$ cat config.mk
export PLATFORM = sky130hd
export DESIGN_NAME = injection_vc_selector
export DESIGN_NICKNAME = d
export VERILOG_FILES = /design/src/hw/rtl/ivs_pkg.sv /design/src/hw/rtl/ivs_divu.sv /design/src/hw/rtl/ivs_front.sv /design/src/hw/rtl/ivs_back.sv /design/src/hw/rtl/injection_vc_selector.sv
export SDC_FILE = /design/constraint.sdc
export NUM_CORES = 2
export LEC_CHECK = 0
export BUFFER_PORTS_ARGS = -buffer_cell sky130_fd_sc_hd__buf_2
export CORE_MARGIN = 3
export CORE_UTILIZATION = 40
export DETAILED_ROUTE_END_ITERATION = 10
export PLACE_DENSITY_LB_ADDON = 0.15
export SETUP_SLACK_MARGIN = 0.05
export SLEW_MARGIN = 10
export SYNTH_ARGS = -nofsm -noshare
export SYNTH_HDL_FRONTEND = slang
export SYNTH_SLANG_ARGS = --single-unit
$ cat constraint.sdc
create_clock -name clk_i -period 7.3 [get_ports clk_i]
set_clock_uncertainty 0.05 [all_clocks]
set_input_delay 1.46 -clock clk_i [delete_from_list [all_inputs] [get_ports clk_i]]
set_output_delay 1.46 -clock clk_i [all_outputs]
set_load 0.05 [all_outputs]
$ cat src/hw/rtl/ivs_pkg.sv
// Package for the injection VC selector: request and result types, opcodes.
// No dependencies.
package ivs_pkg;

  typedef enum logic {
    OP_UPDATE = 1'b0,
    OP_INJECT = 1'b1
  } opcode_e;

  localparam logic [2:0] REG_BASE_VC  = 3'd0;
  localparam logic [2:0] REG_NUM_VCS  = 3'd1;
  localparam logic [2:0] REG_NUM_PORTS = 3'd2;
  localparam logic [2:0] REG_ADAPTIVE = 3'd3;
  localparam logic [2:0] REG_FIXED    = 3'd4;

  typedef struct packed {
    logic        opcode;
    logic [2:0]  port_index;
    logic [3:0]  vc_index;
    logic [15:0] occupancy_value;
    logic        first_of_message;
    logic [31:0] rand_primary;
    logic [31:0] rand_secondary;
  } ivs_req_t;

  typedef struct packed {
    logic [2:0] chosen_port;
    logic [3:0] chosen_vc;
  } ivs_res_t;

endpackage

$ cat src/hw/rtl/ivs_divu.sv
// Iterative 32-bit by 16-bit remainder unit, one quotient bit per cycle.
// Depends on nothing.
module ivs_divu (
  input  logic        clk_i,
  input  logic        rst_ni,
  input  logic        start_i,
  input  logic [31:0] dividend_i,
  input  logic [15:0] divisor_i,
  output logic        done_o,
  output logic [15:0] rem_o
);
  logic [31:0] num_q, num_d;
  logic [16:0] rem_q, rem_d;
  logic [15:0] div_q, div_d;
  logic [5:0]  cnt_q, cnt_d;
  logic        busy_q, busy_d, done_q, done_d;
  logic [16:0] trial;

  // Load the operands on start; while busy, shift in one dividend bit and subtract when it fits
  always_comb begin
    num_d  = num_q;
    rem_d  = rem_q;
    div_d  = div_q;
    cnt_d  = cnt_q;
    busy_d = busy_q;
    done_d = 1'b0;
    trial  = {rem_q[15:0], num_q[31]};
    if (start_i) begin
      num_d  = dividend_i;
      rem_d  = '0;
      div_d  = divisor_i;
      cnt_d  = 6'd32;
      busy_d = 1'b1;
    end else if (busy_q) begin
      num_d = {num_q[30:0], 1'b0};
      rem_d = (trial >= {1'b0, div_q}) ? trial - {1'b0, div_q} : trial;
      cnt_d = cnt_q - 6'd1;
      if (cnt_q == 6'd1) begin
        busy_d = 1'b0;
        done_d = 1'b1;
      end
    end
  end

  always_ff @(posedge clk_i or negedge rst_ni) begin
    if (!rst_ni) begin
      busy_q <= 1'b0;
      done_q <= 1'b0;
      cnt_q  <= '0;
    end else begin
      busy_q <= busy_d;
      done_q <= done_d;
      cnt_q  <= cnt_d;
    end
  end

  always_ff @(posedge clk_i) begin
    num_q <= num_d;
    rem_q <= rem_d;
    div_q <= div_d;
  end

  assign done_o = done_q;
  assign rem_o  = rem_q[15:0];
endmodule

$ cat src/hw/rtl/ivs_front.sv
// Front end: accepts requests into a two-entry queue toward the back end.
// Depends on ivs_pkg.
module ivs_front import ivs_pkg::*; (
  input  logic     clk_i,
  input  logic     rst_ni,
  input  logic     push,
  input  ivs_req_t req_i,
  output logic     full,
  output logic     valid_o,
  output ivs_req_t req_o,
  input  logic     take_i
);
  ivs_req_t   mem_q [2];
  logic       wp_q, rp_q;
  logic [1:0] cnt_q;
  logic       do_push, do_pop;

  assign full    = cnt_q == 2'd2;
  assign valid_o = cnt_q != 2'd0;
  assign req_o   = mem_q[rp_q];
  assign do_push = push && !full;
  assign do_pop  = take_i && valid_o;

  // Advance pointers and count
  always_ff @(posedge clk_i or negedge rst_ni) begin
    if (!rst_ni) begin
      wp_q  <= 1'b0;
      rp_q  <= 1'b0;
      cnt_q <= '0;
    end else begin
      if (do_push) wp_q <= ~wp_q;
      if (do_pop) rp_q <= ~rp_q;
      cnt_q <= cnt_q + {1'b0, do_push} - {1'b0, do_pop};
    end
  end

  always_ff @(posedge clk_i) begin
    if (do_push) mem_q[wp_q] <= req_i;
  end
endmodule

$ cat src/hw/rtl/ivs_back.sv
// Back end: occupancy table, adaptive scan, remainder picks, result register.
// Depends on ivs_pkg and ivs_divu.
module ivs_back import ivs_pkg::*; #(
  parameter int MAX_PORTS = 8,
  parameter int MAX_VCS   = 16,
  parameter int OCC_BITS  = 16
) (
  input  logic       clk_i,
  input  logic       rst_ni,
  input  logic       valid_i,
  input  ivs_req_t   req_i,
  output logic       take_o,
  input  logic [3:0] base_vc_i,
  input  logic [4:0] num_vcs_i,
  input  logic [3:0] num_ports_i,
  input  logic       adaptive_i,
  input  logic       fixed_i,
  output logic       empty,
  output ivs_res_t   res_o,
  input  logic       pop
);
  localparam int PW    = (MAX_PORTS > 1) ? $clog2(MAX_PORTS) : 1;
  localparam int VW    = (MAX_VCS > 1) ? $clog2(MAX_VCS) : 1;
  localparam int DEPTH = MAX_PORTS * MAX_VCS;
  localparam int AW    = PW + VW;
  localparam int CW    = $clog2(DEPTH + 1);

  typedef enum logic [2:0] {
    S_IDLE, S_CLEAR, S_SCAN, S_DRAIN, S_DIV1, S_DIV2, S_LOOK, S_OUT
  } state_e;

  state_e state_q;
  logic [OCC_BITS-1:0] occ_mem [DEPTH];
  logic [AW-1:0]       tie_mem [DEPTH];
  logic [OCC_BITS-1:0] rd_q, best_q;
  logic [AW-1:0]       clr_q, tie_q, rd_addr_q, scan_pv_q;
  logic [PW:0]         p_q;
  logic [VW:0]         v_q, vend_q;
  logic [CW-1:0]       cnt_q;
  logic                rd_vld_q, scan_done_q;
  logic [7:0]          np_q, nv_q;
  logic [VW:0]         vb_q;
  logic [31:0]         r2_q;
  logic [2:0]          port_q;
  logic [3:0]          vc_q;
  logic                full_q;
  logic [2:0]          held_port_q;
  logic [3:0]          held_vc_q;
  logic                held_valid_q;
  logic                div_start, div_done;
  logic [31:0]         div_num;
  logic [15:0]         div_den, div_rem;
  logic [VW:0]         vb_c;
  logic [VW+1:0]       nv_c, nv_lim;
  logic [PW:0]         np_c;
  logic                is_min;

  ivs_divu u_div (
    .clk_i, .rst_ni, .start_i(div_start), .dividend_i(div_num),
    .divisor_i(div_den), .done_o(div_done), .rem_o(div_rem)
  );

  // Clamp configuration
  always_comb begin
    vb_c = ({1'b0, base_vc_i} > 5'(MAX_VCS - 1)) ? (VW+1)'(MAX_VCS - 1)
         : (VW+1)'(base_vc_i);
    nv_lim = (VW+2)'(MAX_VCS) - (VW+2)'(vb_c);
    nv_c = (num_vcs_i == 5'd0) ? (VW+2)'(1) : (VW+2)'(num_vcs_i);
    if (nv_c > nv_lim) nv_c = nv_lim;
    np_c = (num_ports_i == 4'd0) ? (PW+1)'(1) : (PW+1)'(num_ports_i);
    if ({28'd0, num_ports_i} > 32'(MAX_PORTS)) np_c = (PW+1)'(MAX_PORTS);
  end

  assign take_o  = state_q == S_IDLE && valid_i && !full_q;
  assign empty   = !full_q;
  assign res_o   = '{chosen_port: port_q, chosen_vc: vc_q};
  assign is_min  = (cnt_q == '0) || (rd_q < best_q);
  assign div_start = (state_q == S_DRAIN && !rd_vld_q)
                  || (state_q == S_IDLE && take_o && req_i.opcode == OP_INJECT
                      && !(fixed_i && held_valid_q && !req_i.first_of_message)
                      && !adaptive_i)
                  || (state_q == S_DIV1 && div_done && !adaptive_i);
  always_comb begin
    div_num = req_i.rand_primary;
    div_den = 16'(np_c);
    if (state_q == S_DRAIN) begin
      div_num = r2_q; // rand_primary kept in r2_q for adaptive
      div_den = 16'(cnt_q);
    end else if (state_q == S_DIV1) begin
      div_num = r2_q;
      div_den = 16'(nv_q);
    end
  end

  // Memory ports
  always_ff @(posedge clk_i) begin
    if (state_q == S_CLEAR) occ_mem[clr_q] <= '0;
    else if (take_o && req_i.opcode == OP_UPDATE
             && {29'd0, req_i.port_index} < 32'(MAX_PORTS)
             && {28'd0, req_i.vc_index} < 32'(MAX_VCS))
      occ_mem[AW'(req_i.port_index) * AW'(MAX_VCS) + AW'(req_i.vc_index)]
        <= OCC_BITS'(req_i.occupancy_value);
    rd_q <= occ_mem[rd_addr_q];
    if (state_q == S_SCAN && rd_vld_q)
      tie_mem[is_min ? '0 : AW'(cnt_q)] <= scan_pv_q;
    tie_q <= tie_mem[AW'(div_rem)];
  end

  // Sequencer
  always_ff @(posedge clk_i or negedge rst_ni) begin
    if (!rst_ni) begin
      state_q <= S_CLEAR;
      clr_q <= '0;
      full_q <= 1'b0;
      held_valid_q <= 1'b0;
      held_port_q <= '0;
      held_vc_q <= '0;
      rd_vld_q <= 1'b0;
      scan_done_q <= 1'b0;
      cnt_q <= '0;
      best_q <= '0;
      p_q <= '0; v_q <= '0; vend_q <= '0; vb_q <= '0;
      np_q <= '0; nv_q <= '0; r2_q <= '0;
      rd_addr_q <= '0; port_q <= '0; vc_q <= '0; scan_pv_q <= '0;
    end else begin
      if (pop && full_q) full_q <= 1'b0;
      unique case (state_q)
        S_CLEAR: begin
          clr_q <= clr_q + AW'(1);
          if (clr_q == AW'(DEPTH - 1)) state_q <= S_IDLE;
        end
        S_IDLE: begin
          if (take_o && req_i.opcode == OP_INJECT) begin
            if (fixed_i && held_valid_q && !req_i.first_of_message) begin
              port_q <= held_port_q;
              vc_q <= held_vc_q;
              full_q <= 1'b1;
            end else if (adaptive_i) begin
              r2_q <= req_i.rand_primary;
              p_q <= '0; v_q <= vb_c; vb_q <= vb_c;
              vend_q <= (VW+1)'(vb_c + (VW+1)'(nv_c) - (VW+1)'(1));
              np_q <= 8'(np_c);
              cnt_q <= '0;
              rd_addr_q <= AW'(vb_c);
              rd_vld_q <= 1'b0;
              scan_done_q <= 1'b0;
              state_q <= S_SCAN;
            end else begin
              r2_q <= req_i.rand_secondary;
              nv_q <= 8'(nv_c); vb_q <= vb_c;
              state_q <= S_DIV1;
            end
          end
        end
        S_SCAN: begin
          // Compare the previous read, issue the next
          if (rd_vld_q) begin
            if (is_min) begin best_q <= rd_q; cnt_q <= CW'(1); end
            else if (rd_q == best_q) cnt_q <= cnt_q + CW'(1);
          end
          scan_pv_q <= {p_q[PW-1:0], v_q[VW-1:0]};
          rd_vld_q <= !scan_done_q;
          if (!scan_done_q) begin
            if (v_q == vend_q) begin
              v_q <= vb_q;
              p_q <= p_q + (PW+1)'(1);
              if (8'(p_q) + 8'd1 == np_q) scan_done_q <= 1'b1;
              else rd_addr_q <= AW'(p_q + (PW+1)'(1)) * AW'(MAX_VCS) + AW'(vb_q);
            end else begin
              v_q <= v_q + (VW+1)'(1);
              rd_addr_q <= rd_addr_q + AW'(1);
            end
          end else state_q <= S_DRAIN;
        end
        S_DRAIN: state_q <= S_DIV2;
        S_DIV1: if (div_done) begin
          port_q <= 3'(div_rem);
          state_q <= S_DIV2;
        end
        S_DIV2: if (div_done) begin
          if (adaptive_i) state_q <= S_LOOK;
          else begin
            vc_q <= 4'(vb_q + (VW+1)'(div_rem));
            held_port_q <= port_q;
            held_vc_q <= 4'(vb_q + (VW+1)'(div_rem));
            held_valid_q <= 1'b1;
            full_q <= 1'b1;
            state_q <= S_IDLE;
          end
        end
        S_LOOK: state_q <= S_OUT;
        S_OUT: begin
          port_q <= 3'(tie_q[AW-1:VW]);
          vc_q <= 4'(tie_q[VW-1:0]);
          held_port_q <= 3'(tie_q[AW-1:VW]);
          held_vc_q <= 4'(tie_q[VW-1:0]);
          held_valid_q <= 1'b1;
          full_q <= 1'b1;
          state_q <= S_IDLE;
        end
        default: state_q <= S_IDLE;
      endcase
    end
  end
endmodule

$ cat src/hw/rtl/injection_vc_selector.sv
// Injection VC selector: picks a port and VC for each inject request.
// An update writes occupancy; a random pick takes two remainders (port,
// then VC); an adaptive pick scans the occupancy memory, one entry a
// cycle, then a remainder picks among the least-occupied entries.
// One request at a time. Reset clears the occupancy memory, no requests
// taken meanwhile; configuration returns to its reset values at once.
module injection_vc_selector import ivs_pkg::*; #(
  parameter int MAX_PORTS = 8,
  parameter int MAX_VCS   = 16,
  parameter int OCC_BITS  = 16
) (
  input  logic       clk_i,
  input  logic       rst_ni,
  input  logic       push,
  input  ivs_req_t   req_i,
  output logic       full,
  output logic       empty,
  input  logic       pop,
  output ivs_res_t   res_o,
  input  logic       cfg_we_i,
  input  logic [2:0] cfg_idx_i,
  input  logic [4:0] cfg_data_i
);
  logic [3:0] base_vc_q, num_ports_q;
  logic [4:0] num_vcs_q;
  logic       adaptive_q, fixed_q, fvalid, take;
  ivs_req_t   freq;

  // Hold configuration registers
  always_ff @(posedge clk_i or negedge rst_ni) begin
    if (!rst_ni) begin
      base_vc_q <= '0; num_vcs_q <= 5'd1; num_ports_q <= 4'd1;
      adaptive_q <= 1'b0; fixed_q <= 1'b0;
    end else if (cfg_we_i) begin
      unique case (cfg_idx_i)
        REG_BASE_VC:   base_vc_q <= cfg_data_i[3:0];
        REG_NUM_VCS:   num_vcs_q <= cfg_data_i;
        REG_NUM_PORTS: num_ports_q <= cfg_data_i[3:0];
        REG_ADAPTIVE:  adaptive_q <= cfg_data_i[0];
        REG_FIXED:     fixed_q <= cfg_data_i[0];
        default: ;
      endcase
    end
  end

  ivs_front u_front (
    .clk_i, .rst_ni, .push, .req_i, .full,
    .valid_o(fvalid), .req_o(freq), .take_i(take)
  );

  ivs_back #(.MAX_PORTS(MAX_PORTS), .MAX_VCS(MAX_VCS), .OCC_BITS(OCC_BITS)) u_back (
    .clk_i, .rst_ni, .valid_i(fvalid), .req_i(freq), .take_o(take),
    .base_vc_i(base_vc_q), .num_vcs_i(num_vcs_q), .num_ports_i(num_ports_q),
    .adaptive_i(adaptive_q), .fixed_i(fixed_q), .empty, .res_o, .pop
  );
endmodule
==> impl_metrics.yaml <==
floorplanning:
  dieArea_um2: 337000
  ioPinCount: 111
  num_rows: 210
  core-area_um2: 328000
  die_w_um: 581
  die_h_um: 581
  start_util_pct: 40.3
global_routing:
  grt_pass1_vias: 67757
  grt_overflow: 0
  antenna_found_initial: 13
  grt_pass1_wl_um: 516000
  grt_start_max_net_pins: 129
  track_usage_pct: 21.1
finish:
  finalNetCount: 7229
  design_area_um2: 150000
  syn_to_final_growth_pct: 13.9
  fin_cells: 11723
  nFillCells: 27780
  final_util_pct: 45.9
  drive_gt1_share_pct: 24.2
flow_run:
  drv_cap: 0
drt:
  totalWireLength_um: 361000
  num_vias: 66912
  routedWlPerCell_um: 30.8
  dr.first_iter.drc_count: 7109
  viasPerCell: 5.71
  drtAntennaViolNets: 0
  first_pass_iters: 6
  route.detailed.drc: 0
cts:
  cts_setup_buffers: 0
  htreeDepth: 5
  max-clock-path-buffers: 4
  cts_tree: "done"
  post_cts_resize_count: 0
  cts_sinks: 3353
  holdBufCountCts: 0
  path_clk_slew_ps: 60
  clock_latency_ps: 920
  cts_root_buffer: "clkbuf_16"
  cts_inserted_buffers: 361
power_and_ir_drop:
  p_leak_nw: 52.4
  p_per_area_nw_per_um2: 355
  ir_drop_v: 0.000279
worst_setup_path:
  worstPathMaxFanout: 33
  worstSetupStartpointType: "flop"
  critical_path_class: "flop to flop"
  endpoint_kind: "flop"
  cp.required_ps: 8010
  cp.arrival_ps: 5200
  rrSetupSlack_ps: 2810
synthesis:
  synth_fa_ha_area_share_pct: 0.519
  synth-compound-area-share_pct: 3.70
  synth_edf_count: 3162
  synth_fp_nets: 6894
  ys_seq_area_share_pct: 75.4
  ys_ff_latch: 3353
  synth.most_common_cell: "edfxtp_1"
  avgSynthCellArea_um2: 19.6
  ys_async_sr_fraction_pct: 4.53
  synth_cells: 6739
  synthSimpleGateAreaFrac_pct: 3.30
  yosysTopAreaCellShare_pct: 71.9
  synth_top_family_by_area: "multiplexers"
  synthFlopType: "edfxtp_1"
  yosysTopAreaCell: "edfxtp_1"
  yosys_warnings: 0
  synth_mux_area_share_pct: 15.2
  syn-cell-area_um2: 132000
  ys_top_cells_by_area: "edfxtp_1 (72%), mux4_2 (12%), dfrtp_1 (2.8%)"
  synthXorXnorAreaFrac_pct: 0.312
  synth_commonest_cells: "edfxtp_1 (3162), mux4_2 (695), mux2i_1 (363)"
  yosys.cell_types.count: 86
sta:
  finalHoldViolCount: 0
  min_period_ps: 4490
  tightest_slew_ps: 1250
  fin_tns_setup_ps: 0
  fmax_ghz: 0.223
  period_share_pct: 61.5
  setup_slack_ps: 2810
  rsz0062_at_grt: "no"
  slew_headroom_pct: 15.8
  finalMaxSlewViolations: 0
  setup_viol: 0
placed_design:
  post-place-ws_ps: 2770
  place_inst: 11057
  dpl.hpwl_um: 224000
  gp_congestion: 0.852
  numPortBuffers: 110
  dpl_cell_area_um2: 139000
worst_hold_path:
  worstHoldPathType: "input pin to asynchronous set/reset pin"
status:
  status: "finished, final reports clean"
-- layer usage --
metal | vias up | wire length, um | track usage [%]
met5 | - | 0 | 0
met4 | 0 | 12500 | 6.83
met3 | 539 | 18600 | 2.53
met2 | 2175 | 176000 | 34.5
met1 | 35949 | 155000 | 29.7
li1 | 28249 | - | -
-- cells by family after synthesis --
family | Yosys count
AOI/OAI and AO/OA | 743
xor gates and xnor gates | 47
adders and majority gates | 53
buffers and inverters | 451
DFF | 3353
muxes | 1126
and+or+nand+nor | 966
-- stage by stage --
| step | total power (W) | hold WS, ps |
|---|---|---|
| floorplan | 0.0313 | 378 |
| global placement | 0.0359 | 401 |
| detailed placement | 0.0359 | 403 |
| CTS | 0.0540 | 326 |
| global route | 0.0555 | 358 |
| finish | 0.0534 | 384 |
-- sequential cells by signal, indices dropped and copies added, names as in the netlist, 16 cells and up --
signal,flops
u_back.best_q,16
u_back.occ_mem,2048
u_back.r2_q,32
u_back.rd_q,16
u_back.tie_mem,896
u_back.u_div.num_q,32
u_back.u_div.rem_q,16
u_front.mem_q,178
-- area by class of cell --
cell class	instances	area, um^2	share of cell area [%]
Sequential cell	3353	99600	66.2
Multi-Input combinational cell	2935	30900	20.5
Clock buffer	462	9760	6.48
Tap cell	4346	5440	3.61
Timing Repair Buffer	359	2650	1.76
Clock inverter	200	1870	1.24
Inverter	64	240	0.160
Antenna cell	4	10.0	0.00665
-- worst max-delay path, stage by stage, from the launching register on --
cell and delay [ps]:
dfrtp_4 710, buf_4 530, buf_4 680, mux4_2 410
a22o_1 260, a2111oi_0 790, a21oi_1 320, a22oi_1 300
a22oi_1 130
-- final timing paths --
kind / startpoint / endpoint / depth (start not counted)
worst min register to register: u_back.held_valid_q / u_back.held_valid_q / 1
min in group clk_i: u_back.held_valid_q / u_back.held_valid_q / 1
worst max-delay path: u_back.rd_addr_q[2] / u_back.rd_q[3] / 8
worst max register to register: u_back.rd_addr_q[2] / u_back.rd_q[3] / 8
max in group asynchronous: rst_ni / u_back.scan_pv_q[5] / 2
worst min-delay path: rst_ni / u_back.vc_q[2] / 1
-- power breakdown --
group	switching, W	leakage [nW]	internal (W)
Combinational	0.00753	11.4	0.00447
Clock	0.00744	5.66	0.0106
Sequential	0.00109	35.4	0.0223
Total	0.0161	52.4	0.0374
-- cell usage in the layout (no fill, tap or decap), types with 24 or more instances in the layout --
master	instances
nor2_2	56
a21oi_1	161
inv_1	61
nand3_1	59
o221ai_1	25
buf_2	109
mux4_2	695
edfxtp_1	3162
nand2_1	348
nor2b_1	45
buf_4	228
o21ai_1	31
clkinv_1	88
o21ai_0	148
xor2_1	25
dfrtp_1	133
clkinv_2	50
a211oi_1	66
a22oi_1	85
clkbuf_1	80
bufinv_16	33
o2111ai_1	24
nand4_1	25
a31oi_1	24
o22ai_1	30
nor2_1	215
ha_1	50
nor3_2	25
dfxtp_1	35
clkbuf_16	373
mux2i_1	363
nor3_1	61
mux2_2	68
No activity file was read; power rests on OpenSTA's default activity.
